**config.mk**
```make
export PLATFORM = sky130hd
export DESIGN_NAME = peak_hold_bar_meter_unit
export DESIGN_NICKNAME = d
export VERILOG_FILES = /design/src/sv/phbm_pkg.sv /design/src/sv/phbm_band_update.sv /design/src/sv/peak_hold_bar_meter_unit.sv
export SDC_FILE = /design/constraint.sdc
export NUM_CORES = 2
export LEC_CHECK = 0
export BUFFER_PORTS_ARGS = -buffer_cell sky130_fd_sc_hd__buf_2
export CORE_MARGIN = 2
export CORE_UTILIZATION = 50
export DETAILED_ROUTE_END_ITERATION = 10
export PLACE_DENSITY = 0.65
export SYNTH_ARGS = -nofsm -noshare
export SYNTH_HDL_FRONTEND = slang
export SYNTH_SLANG_ARGS = --single-unit
export TNS_END_PERCENT = 30
```
**constraint.sdc**
```tcl
create_clock -name clk_i -period 9.73 [get_ports clk_i]
set_clock_uncertainty 0.15 [all_clocks]
set_input_delay 0.973 -clock clk_i [delete_from_list [all_inputs] [get_ports clk_i]]
set_output_delay 0.973 -clock clk_i [all_outputs]
set_load 0.05 [all_outputs]
```
**src/sv/phbm_pkg.sv**
```systemverilog
// Shared types and constants of the peak-hold bar meter.
// Used by phbm_band_update and peak_hold_bar_meter_unit; depends on nothing.
package phbm_pkg;

  // Field widths.
  localparam int unsigned BAND_W   = 5;
  localparam int unsigned SAMPLE_W = 16;
  localparam int unsigned LEVEL_W  = 11;
  localparam int unsigned SPEED_W  = 8;
  localparam int unsigned HOLD_W   = 6;
  localparam int unsigned PROD_W   = SAMPLE_W + LEVEL_W;
  localparam int unsigned SUM_W    = PROD_W + 1;
  localparam int unsigned FRAC_W   = 15;
  localparam int unsigned SCALED_W = SUM_W - FRAC_W;
  localparam int unsigned OUT_MAX  = 32;

  // Saturation limits.
  localparam logic [LEVEL_W-1:0] LEVEL_MAX = 11'd2047;
  localparam logic [SPEED_W-1:0] SPEED_MAX = 8'd255;
  localparam logic [HOLD_W-1:0]  HOLD_MAX  = 6'd63;

  // Rounding constant for the ceiling of a Q1.15 product.
  localparam logic [SUM_W-1:0] ROUND_UP = 28'd32767;

  // Command codes.
  localparam logic CMD_LOAD = 1'b0;
  localparam logic CMD_TICK = 1'b1;

  // Configuration register indexes.
  localparam logic REG_DISPLAY_HEIGHT = 1'b0;
  localparam logic REG_HOLD_TICKS     = 1'b1;

  // Configuration reset values.
  localparam logic [LEVEL_W-1:0] HEIGHT_RESET = 11'd256;
  localparam logic [HOLD_W-1:0]  HOLD_RESET   = 6'd12;

  // State of one band.
  typedef struct packed {
    logic [LEVEL_W-1:0] bar;
    logic [LEVEL_W-1:0] peak;
    logic [SPEED_W-1:0] bar_speed;
    logic [SPEED_W-1:0] peak_speed;
    logic [HOLD_W-1:0]  hold;
  } band_rec_t;

  localparam band_rec_t RESET_REC = '{
    bar:        11'd1,
    peak:       11'd0,
    bar_speed:  8'd1,
    peak_speed: 8'd1,
    hold:       6'd0
  };

  // Control of the shared band update unit.
  typedef struct packed {
    logic               is_tick;
    logic [LEVEL_W-1:0] value;
    logic [HOLD_W-1:0]  hold_ticks;
  } upd_ctrl_t;

endpackage

```
**src/sv/phbm_band_update.sv**
```systemverilog
// Shared update unit: computes the next state of one band for a load or a tick.
// Depends on phbm_pkg for the band record, control struct and limits.
module phbm_band_update (
  input  phbm_pkg::upd_ctrl_t ctrl_i,
  input  phbm_pkg::band_rec_t cur_i,
  output phbm_pkg::band_rec_t nxt_o
);

  logic                         bar_above;
  logic                         peak_above;
  logic                         hold_done;
  logic [phbm_pkg::LEVEL_W-1:0] bar_drop;
  logic [phbm_pkg::LEVEL_W-1:0] peak_drop;

  // Fall amounts widened to the level width.
  assign bar_drop  = phbm_pkg::LEVEL_W'(cur_i.bar_speed);
  assign peak_drop = phbm_pkg::LEVEL_W'(cur_i.peak_speed);

  assign bar_above  = ctrl_i.value > cur_i.bar;
  assign peak_above = ctrl_i.value > cur_i.peak;
  assign hold_done  = cur_i.hold >= ctrl_i.hold_ticks;

  // A load only raises levels; a tick lets the bar fall, and the peak once its hold is over, with growing speed.
  always_comb begin
    nxt_o = cur_i;
    if (ctrl_i.is_tick) begin
      nxt_o.bar = (cur_i.bar > bar_drop) ? cur_i.bar - bar_drop : '0;
      if (cur_i.bar_speed != phbm_pkg::SPEED_MAX) begin
        nxt_o.bar_speed = cur_i.bar_speed + 1'b1;
      end
      if (hold_done) begin
        nxt_o.peak = (cur_i.peak > peak_drop) ? cur_i.peak - peak_drop : '0;
        if (cur_i.peak_speed != phbm_pkg::SPEED_MAX) begin
          nxt_o.peak_speed = cur_i.peak_speed + 1'b1;
        end
      end
      if (cur_i.hold != phbm_pkg::HOLD_MAX) begin
        nxt_o.hold = cur_i.hold + 1'b1;
      end
    end else begin
      if (bar_above) begin
        nxt_o.bar        = ctrl_i.value;
        nxt_o.bar_speed  = '0;
        nxt_o.peak_speed = '0;
      end
      if (peak_above) begin
        nxt_o.peak       = ctrl_i.value;
        nxt_o.peak_speed = '0;
        nxt_o.hold       = '0;
      end
    end
  end

endmodule

```
**src/sv/peak_hold_bar_meter_unit.sv**
```systemverilog
// Top level of the peak-hold bar meter: sequencer, band state memory and output register.
// Depends on phbm_pkg and instantiates phbm_band_update.
//
//  Channel  | Direction | Handshake              | Payload
//  ---------+-----------+------------------------+------------------------------------------
//  in       | in        | in_valid_i / in_stall_o | in_command_i, in_band_i, in_sample_value_i
//  out      | out       | out_valid_o / out_stall_i | out_band_index_o, out_bar_level_o,
//           |           |                        | out_peak_level_o, out_last_o
//  cfg      | in        | cfg_we_i               | cfg_idx_i, cfg_wdata_i
//
// A load passes three steps: transfer and memory read, multiply, update and write-back.
// A tick walks all bands: one band per cycle, unless a stalled output holds the walk, passes
// the shared update unit while the next band is read from the single-port-read memory.
// After reset every band reads as its reset state through per-band valid bits; no
// clearing pass is needed. A stalled output holds the sequencer until the result moves on.
module peak_hold_bar_meter_unit #(
  parameter int unsigned BANDS = 32
) (
  input  logic                          clk_i,
  input  logic                          rst_ni,
  input  logic                          in_valid_i,
  output logic                          in_stall_o,
  input  logic                          in_command_i,
  input  logic [phbm_pkg::BAND_W-1:0]   in_band_i,
  input  logic [phbm_pkg::SAMPLE_W-1:0] in_sample_value_i,
  output logic                          out_valid_o,
  input  logic                          out_stall_i,
  output logic [phbm_pkg::BAND_W-1:0]   out_band_index_o,
  output logic [phbm_pkg::LEVEL_W-1:0]  out_bar_level_o,
  output logic [phbm_pkg::LEVEL_W-1:0]  out_peak_level_o,
  output logic                          out_last_o,
  input  logic                          cfg_we_i,
  input  logic                          cfg_idx_i,
  input  logic [phbm_pkg::LEVEL_W-1:0]  cfg_wdata_i
);

  localparam int unsigned IW   = (BANDS > 1) ? $clog2(BANDS) : 1;
  localparam int unsigned NOUT = (BANDS < phbm_pkg::OUT_MAX) ? BANDS : phbm_pkg::OUT_MAX;
  localparam logic [IW-1:0] LAST_BAND = IW'(BANDS - 1);
  localparam logic [IW-1:0] LAST_OUT  = IW'(NOUT - 1);

  typedef enum logic [1:0] {
    ST_IDLE,
    ST_LD_MUL,
    ST_LD_UPD,
    ST_TICK
  } state_e;

  state_e                         state_q;
  logic [IW-1:0]                  band_q;
  logic [phbm_pkg::SAMPLE_W-1:0]  sample_q;
  logic [phbm_pkg::PROD_W-1:0]    product_q;
  logic [phbm_pkg::LEVEL_W-1:0]   height_q;
  logic [phbm_pkg::HOLD_W-1:0]    hold_ticks_q;
  logic [BANDS-1:0]               valid_q;
  logic                           rd_valid_q;
  phbm_pkg::band_rec_t            rd_data_q;
  phbm_pkg::band_rec_t            mem_q [BANDS];

  logic                           out_valid_q;
  logic [phbm_pkg::BAND_W-1:0]    out_band_q;
  logic [phbm_pkg::LEVEL_W-1:0]   out_bar_q;
  logic [phbm_pkg::LEVEL_W-1:0]   out_peak_q;
  logic                           out_last_q;

  logic                           in_acc;
  logic                           in_range;
  logic                           slot_free;
  logic                           tick_emits;
  logic                           advance;
  logic                           emit;
  logic                           emit_last;
  logic                           rd_en;
  logic [IW-1:0]                  rd_addr;
  logic                           wr_en;
  logic [phbm_pkg::SUM_W-1:0]     rounded;
  logic [phbm_pkg::SCALED_W-1:0]  scaled;
  logic [phbm_pkg::LEVEL_W-1:0]   load_value;
  phbm_pkg::band_rec_t            cur_rec;
  phbm_pkg::band_rec_t            nxt_rec;
  phbm_pkg::upd_ctrl_t            upd_ctrl;

  // Input handshake: one item at a time.
  assign in_stall_o = (state_q != ST_IDLE);
  assign in_acc     = in_valid_i && !in_stall_o;
  assign in_range   = (32'(in_band_i) < BANDS);

  // The output register can take a new result when empty or being drained.
  assign slot_free  = !out_valid_q || !out_stall_i;
  assign tick_emits = (32'(band_q) < NOUT);
  assign advance    = (state_q == ST_TICK) && (!tick_emits || slot_free);

  assign emit = ((state_q == ST_LD_UPD) && slot_free) ||
                ((state_q == ST_TICK) && advance && tick_emits);
  assign emit_last = (state_q == ST_LD_UPD) || (band_q == LAST_OUT);

  // Memory read requests: first band on a transfer, next band while walking.
  always_comb begin
    rd_en   = 1'b0;
    rd_addr = band_q + IW'(1);
    case (state_q)
      ST_IDLE: begin
        if (in_acc && (in_command_i == phbm_pkg::CMD_TICK)) begin
          rd_en   = 1'b1;
          rd_addr = '0;
        end else if (in_acc && in_range) begin
          rd_en   = 1'b1;
          rd_addr = IW'(in_band_i);
        end
      end
      ST_TICK: begin
        rd_en = advance && (band_q != LAST_BAND);
      end
      default: begin
        rd_en = 1'b0;
      end
    endcase
  end

  assign wr_en = ((state_q == ST_LD_UPD) && slot_free) || advance;

  // Scale the registered product to pixels, rounding up and saturating.
  assign rounded    = phbm_pkg::SUM_W'(product_q) + phbm_pkg::ROUND_UP;
  assign scaled     = rounded[phbm_pkg::SUM_W-1:phbm_pkg::FRAC_W];
  assign load_value = (scaled > phbm_pkg::SCALED_W'(phbm_pkg::LEVEL_MAX)) ?
                      phbm_pkg::LEVEL_MAX : scaled[phbm_pkg::LEVEL_W-1:0];

  // Bands never written read as their reset state.
  assign cur_rec = rd_valid_q ? rd_data_q : phbm_pkg::RESET_REC;

  assign upd_ctrl.is_tick    = (state_q == ST_TICK);
  assign upd_ctrl.value      = load_value;
  assign upd_ctrl.hold_ticks = hold_ticks_q;

  phbm_band_update u_update (
    .ctrl_i (upd_ctrl),
    .cur_i  (cur_rec),
    .nxt_o  (nxt_rec)
  );

  // Band state memory: one write and one registered read per cycle.
  always_ff @(posedge clk_i) begin
    if (wr_en) begin
      mem_q[band_q] <= nxt_rec;
    end
    if (rd_en) begin
      rd_data_q <= mem_q[rd_addr];
    end
  end

  // Sequencer, configuration, valid bits and output register.
  always_ff @(posedge clk_i or negedge rst_ni) begin
    if (!rst_ni) begin
      state_q      <= ST_IDLE;
      band_q       <= '0;
      sample_q     <= '0;
      product_q    <= '0;
      height_q     <= phbm_pkg::HEIGHT_RESET;
      hold_ticks_q <= phbm_pkg::HOLD_RESET;
      valid_q      <= '0;
      rd_valid_q   <= 1'b0;
      out_valid_q  <= 1'b0;
      out_band_q   <= '0;
      out_bar_q    <= '0;
      out_peak_q   <= '0;
      out_last_q   <= 1'b0;
    end else begin
      if (cfg_we_i) begin
        case (cfg_idx_i)
          phbm_pkg::REG_DISPLAY_HEIGHT: height_q     <= cfg_wdata_i;
          phbm_pkg::REG_HOLD_TICKS:     hold_ticks_q <= cfg_wdata_i[phbm_pkg::HOLD_W-1:0];
          default: begin
          end
        endcase
      end

      if (rd_en) begin
        rd_valid_q <= valid_q[rd_addr];
      end
      if (wr_en) begin
        valid_q[band_q] <= 1'b1;
      end

      case (state_q)
        ST_IDLE: begin
          if (in_acc && (in_command_i == phbm_pkg::CMD_TICK)) begin
            band_q  <= '0;
            state_q <= ST_TICK;
          end else if (in_acc && in_range) begin
            band_q   <= IW'(in_band_i);
            sample_q <= in_sample_value_i;
            state_q  <= ST_LD_MUL;
          end
        end
        ST_LD_MUL: begin
          product_q <= phbm_pkg::PROD_W'(sample_q) * phbm_pkg::PROD_W'(height_q);
          state_q   <= ST_LD_UPD;
        end
        ST_LD_UPD: begin
          if (slot_free) begin
            state_q <= ST_IDLE;
          end
        end
        ST_TICK: begin
          if (advance) begin
            if (band_q == LAST_BAND) begin
              state_q <= ST_IDLE;
            end else begin
              band_q <= band_q + IW'(1);
            end
          end
        end
        default: begin
          state_q <= ST_IDLE;
        end
      endcase

      // Output register: load a new result or release the one taken.
      if (emit) begin
        out_valid_q <= 1'b1;
        out_band_q  <= phbm_pkg::BAND_W'(band_q);
        out_bar_q   <= nxt_rec.bar;
        out_peak_q  <= nxt_rec.peak;
        out_last_q  <= emit_last;
      end else if (!out_stall_i) begin
        out_valid_q <= 1'b0;
      end
    end
  end

  assign out_valid_o      = out_valid_q;
  assign out_band_index_o = out_band_q;
  assign out_bar_level_o  = out_bar_q;
  assign out_peak_level_o = out_peak_q;
  assign out_last_o       = out_last_q;

  // A new result never overwrites one that is still waiting.
  a_no_overwrite: assert property (@(posedge clk_i) disable iff (!rst_ni)
    emit |-> slot_free)
    else $error("result loaded over a pending result");

  // A read never targets the band being written in the same cycle.
  a_no_rw_clash: assert property (@(posedge clk_i) disable iff (!rst_ni)
    (rd_en && wr_en) |-> (rd_addr != band_q))
    else $error("memory read and write hit the same band");

  // The walk ends right after the last band is written.
  a_walk_end: assert property (@(posedge clk_i) disable iff (!rst_ni)
    (advance && (band_q == LAST_BAND)) |=> (state_q == ST_IDLE))
    else $error("tick walk did not end after the last band");

  // An accepted in-range load goes on to the multiply step.
  a_load_start: assert property (@(posedge clk_i) disable iff (!rst_ni)
    (in_acc && (in_command_i == phbm_pkg::CMD_LOAD) && in_range) |=>
    (state_q == ST_LD_MUL))
    else $error("load transfer did not start the multiply step");

endmodule

```
# Word level (Yosys, flattened, before mapping)
# Memories as Yosys holds them, arrays and structs flattened. A register that Yosys moved wholly into a read port is not among the register bits.
# Cells that the tools add are included.
[totals]
in_bits = 39
output_inout_bits = 30
elab_cells = 109
regBits = 129
ramBits = 1408
mem_count = 1
[mem_list]
columns = ["name", "words", "word_bits", "read_ports", "rd_clocked_by_memory_dff", "wr", "line_no", "text"]
rows = [
  ["mem_q", 32, 44, 1, 1, 1, "peak_hold_bar_meter_unit.sv:58", "phbm_pkg::band_rec_t mem_q [BANDS];"],
]
[classes]
mul = 1
n_bitwise = 3
reduce_logical = 22
addsub = 7
mux = 39
n_lt_le_gt_ge = 9
eq_ne = 14
[op_table]
columns = ["cell", "n"]
rows = [
  ["two-way mux 44 bit", 2],
  ["two-way mux 11 bit", 6],
  ["two-way mux 5 bit", 7],
  ["OR 32 bit", 1],
  ["adder 27 x 15 -> 28 bit (second input constant)", 1],
  ["multiplier 16 x 11 -> 27 bit", 1],
  ["two-way mux 8 bit", 3],
  ["> comparator 11 bit", 2],
  ["> comparator 11 x 8 -> 1 bit", 2],
  ["subtractor 11 x 8 -> 11 bit", 2],
  ["adder 8 x 1 -> 8 bit (second input constant)", 2],
  ["two-way mux 16 bit", 1],
  ["inequality test 8 bit (second input constant)", 2],
  ["two-way mux 14 bit", 1],
  ["> comparator 13 x 11 -> 1 bit (second input constant)", 1],
  ["less-than comparator 5 x 6 -> 1 bit (second input constant)", 2],
  ["two-way mux 2 bit", 5],
  ["one-hot mux 5 bit (2 select lines)", 1],
  ["two-way mux 1 bit", 8],
  ["inequality test 2 bit (second input constant)", 4],
  ["one-hot mux 2 bit (4 select lines)", 1],
  ["AND reduction 4 bit", 2],
  ["logical AND 1 bit", 7],
  ["adder 6 x 1 -> 6 bit (second input constant)", 1],
  ["other kinds (21)", 30],
]

# Longest topological paths before layout
[logic_depth]
depth_word = 8
depth_mapped = 22
mapped_depth_nobuf = 20

# Cells and area by module
# A second synthesis with hierarchy kept.
[hier_totals]
hier_cells = 5649
area_unflattened_um2 = 71459.8
[modules_own_cells]
columns = ["mod", "seq_area_each_um2", "cells_each", "area_per_inst_um2", "instances"]
rows = [
  ["peak_hold_bar_meter_unit", 46833.7, 5229, 68588.3, 1],
  ["phbm_band_update", 0.0, 420, 2871.5, 1],
]

# Worst setup path after synthesis
# No wires, ideal clock.
[synth_timing]
path_type = "flip-flop to flip-flop"
start = "reg height_q[4] (netlist bit)"
end = "reg product_q[26] (netlist bit)"
path_stages_with_launch = 21
n_path_buf = 2
period_less_slack_ns = 5.872
t_required_ns = 9.509
path_slack_ns = 3.858
setup_ns = 0.071
arrival_time_ns = 5.651
cell_sequence = "dfrtp_1 clkbuf_1 clkbuf_1 nand2_1 fa_1 inv_1 fa_1 inv_1 fa_1 inv_1 fa_1 fa_1 ha_1 and4_1 and2_1 a211oi_1 o311ai_1 o211a_1 a41o_1 or4_1 nand4_1"
[synth_via]
elab_chain_len = 1
[synth_lines]
columns = ["element", "line_no", "text"]
rows = [
  ["from (decl)", "peak_hold_bar_meter_unit.sv:53", "logic [phbm_pkg::LEVEL_W-1:0] height_q;"],
  ["from (signal assigned)", "peak_hold_bar_meter_unit.sv:158", "height_q <= phbm_pkg::HEIGHT_RESET;"],
  ["from (signal assigned)", "peak_hold_bar_meter_unit.sv:170", "phbm_pkg::REG_DISPLAY_HEIGHT: height_q <= cfg_wdata_i;"],
  ["multiplier 16 x 11 -> 27 bit", "peak_hold_bar_meter_unit.sv:196", "product_q <= phbm_pkg::PROD_W'(sample_q) * phbm_pkg::PROD_W'(height_q);"],
  ["to (signal assigned)", "peak_hold_bar_meter_unit.sv:196", ""],
  ["to (decl)", "peak_hold_bar_meter_unit.sv:52", "logic [phbm_pkg::PROD_W-1:0] product_q;"],
]
# Every way passes these cells.
# A chain may end at the register's enable or synchronous reset.

==> results.py <==
metrics = {
    "logic_synthesis": {
        "netlist_area_mm2": 0.07148,
        "syn_area_per_cell_um2": 12.34,
        "synth_edf_count": 1452,
        "syn_nets": 6075,
        "synthFlopType": "edfxtp_1",
        "synth_seq_cells": 1581,
        "synth-seq-area-share_pct": 65.52,
        "synth.distinct_cells": 83,
        "netlist_instances": 5792,
        "synth-warning-count": 0,
        "synthArstFlopShare_pct": 8.159,
    },
    "flow_run": {
        "maxCapViolCount": 0,
    },
    "finish": {
        "drive_above_1_share_pct": 10.64,
        "syn_to_final_growth_pct": 10.95,
        "final_nets": 6035,
        "antenna_cells": 0,
    },
    "global_route": {
        "grt_pass1_vias": 44460,
        "grt_overflow": 0,
        "grt_max_degree": 145,
        "grt_usage_pct": 26.98,
        "antenna_found_initial": 3,
        "grt_pass1_wl_mm": 293.8,
    },
    "worst_setup_path": {
        "critPathCaptureType": "flip-flop",
        "reg2reg_from": "product_q[7]",
        "crit_fanout": 32,
        "r2r_end": "mem_q[7][29]",
        "worstPathRequired_ps": 10010,
        "r2r_cells": 14,
        "arrival_ps": 6720,
        "critical_path.startpoint_type": "flip-flop",
        "rrSetupSlack_ps": 3280,
        "path_class": "reg -> reg",
    },
    "detailed_routing": {
        "drt-pass1-iter-count": 6,
        "wl_per_cell_um": 25.51,
        "drc_errors": 0,
        "drt-initial-drc-count": 5402,
        "antenna_left": 0,
        "avgViaCountPerCell": 6.038,
        "wl_mm": 198.4,
        "vias": 46950,
    },
    "floorplanning": {
        "chipWidth_um": 382.1,
        "design.core.area_mm2": 0.1418,
        "die_h_um": 382.1,
        "dieArea_mm2": 0.1460,
        "initial_core_util_pct": 50.42,
        "rows": 138,
        "io_pins": 69,
    },
    "placed_design": {
        "gp_routability_congestion": 0.9046,
        "portBuffers": 68,
        "dpl.hpwl_mm": 107.6,
    },
    "sta": {
        "tightest_slew_ps": 1303,
        "max_slew_margin_pct": 12.90,
        "final-max-slew-violation-count": 0,
        "fin_crit_ps": 6448,
        "finalSetupViolCount": 0,
        "rsz0062_at_grt": "no",
        "finalCritPeriodShare_pct": 66.26,
        "finalHoldViolations": 0,
        "max_freq_mhz": 155.1,
        "setup_tns_ps": 0,
    },
    "clock_tree": {
        "clock_latency_ps": 820,
        "cts_tree": "built",
        "clk_pin_slew_ps": 60,
        "cts_hold_buffers": 0,
        "clock-sinks": 1581,
        "post-cts-setup-buffers": 0,
        "root_buffer": "clkbuf_16",
        "ctsResizeCount": 0,
        "cts_buffers": 163,
        "clock_tree.buffer_depth": 3,
        "cts.htree.levels": 4,
    },
    "worst_hold_path": {
        "min_path_type": "in -> async",
    },
    "outcome": {
        "status": "complete, no violations",
    },
}
## kinds of logic (layout without fill, tap and decap cells)
group                    Yosys count  in the layout  share of synthesized area [%]
multiplexers                     155            155                          2.265
flip-flops                      1581           1581                          65.52
adder cells (fa/ha/maj)          245            245                          5.619
AND/OR/NAND/NOR                 2496           2496                          15.53
AO/OA/AOI/OAI                    699            699                          7.432
buffers and inverters            569            663                          3.060
XOR/XNOR                          47             47                         0.5759
## flip-flops by register name, indices dropped and copies added (netlist names), 5 cells and up
signal,count
out_bar_level_o,11
product_q,27
hold_ticks_q,6
mem_q,1408
rd_data_q,44
band_q,5
height_q,11
sample_q,16
out_peak_level_o,11
valid_q,32
out_band_index_o,5
## routing by layer
metal	wire [um]	GRT usage (%)	part of all wire, %
met5	0	0	0
met4	6256	9.033	3.2
met3	15820	4.428	8.0
met2	93750	42.85	47
met1	82570	38.03	42
## critical path: stages, from the launching register on
cell	delay, ps
dfrtp_1	370
nor4_1	420
nand4_1	300
and4_1	350
a21oi_1	480
o21ai_0	470
ha_1	440
nor2b_1	130
o211ai_1	130
a21oi_1	240
o211ai_1	160
a2111oi_4	540
a21o_1	690
nand2_1	200
a2bb2oi_2	970
## synthesized netlist by cell type, drive strengths merged, types with 10 or more instances
cell type	instances	share of area (%)
nand2	1512	7.9
edfxtp	1452	61
nand3	439	3.1
clkbuf	296	1.6
and3	233	2.0
inv	197	1.0
a211oi	152	1.6
fa	127	3.6
dfrtp	126	4.4
ha	117	2.0
mux2i	101	1.4
nor2	98	0.51
a311oi	93	1.1
and2	80	0.70
buf	76	0.47
a21oi	68	0.48
o21ai	64	0.46
a31oi	60	0.53
mux2	54	0.85
a311o	47	0.66
a31o	47	0.58
o311ai	45	0.55
or2	36	0.32
xnor2	27	0.33
xor2	20	0.25
a21o	18	0.19
o211ai	18	0.19
nand4	16	0.16
nor3	16	0.11
o31ai	16	0.17
nand2b	10	0.088
o21a	10	0.11
o22ai	10	0.13
## through the flow
step / setup WS, ps / hold slack [ps] / utilization, % / area, um^2 / std cells
after floorplan: 3858 / 289.4 / - / 71480 / 5792
after global placement: 3397 / 300.6 / 52.30 / 74150 / 7477
after detailed placement: 3401 / 301.2 / 52.30 / 74150 / 7477
after CTS: 3342 / 22.79 / 55.95 / 79310 / 7776
after global routing: 2915 / 63.25 / 55.95 / 79310 / 7776
final: 3282 / 57.10 / 55.95 / 79310 / 7776
## layout by cell type (no fill, tap or decap), types with 67 or more instances in the layout
master,instances
ha_1,116
nand2_1,1512
nand3_1,439
a211oi_1,150
clkbuf_16,166
and2_1,78
edfxtp_1,1452
a311oi_1,93
buf_2,67
fa_1,127
mux2i_1,100
buf_4,89
dfrtp_1,125
and3_1,232
inv_1,197
## worst max-delay path by stage
| stage | end | cells past startpoint | slack [ps] | from |
|---|---|---|---|---|
| 3_3_place_gp | product_q[26] | 18 | 3400 | height_q[2] |
| 5_1_grt | mem_q[20][7] | 14 | 2910 | product_q[6] |
| 2_1_floorplan | product_q[26] | 20 | 3860 | height_q[4] |
| 6_report | mem_q[7][29] | 14 | 3280 | product_q[7] |
| 3_5_place_dp | product_q[26] | 18 | 3400 | height_q[2] |
| 4_1_cts | product_q[26] | 18 | 3340 | height_q[2] |
## cell type report
class,count,area (um^2)
fillers,11460,62450
flip-flops and latches,1581,46830
multi-input cells,3642,22990
clock buffers,208,4392
well taps,1890,2365
repair buffers,167,1215
clock inverters,91,769.5
inverters,197,739.5
Power is not shown: default switching activity piles up to over one toggle a cycle in this logic, so the estimate is an artifact.
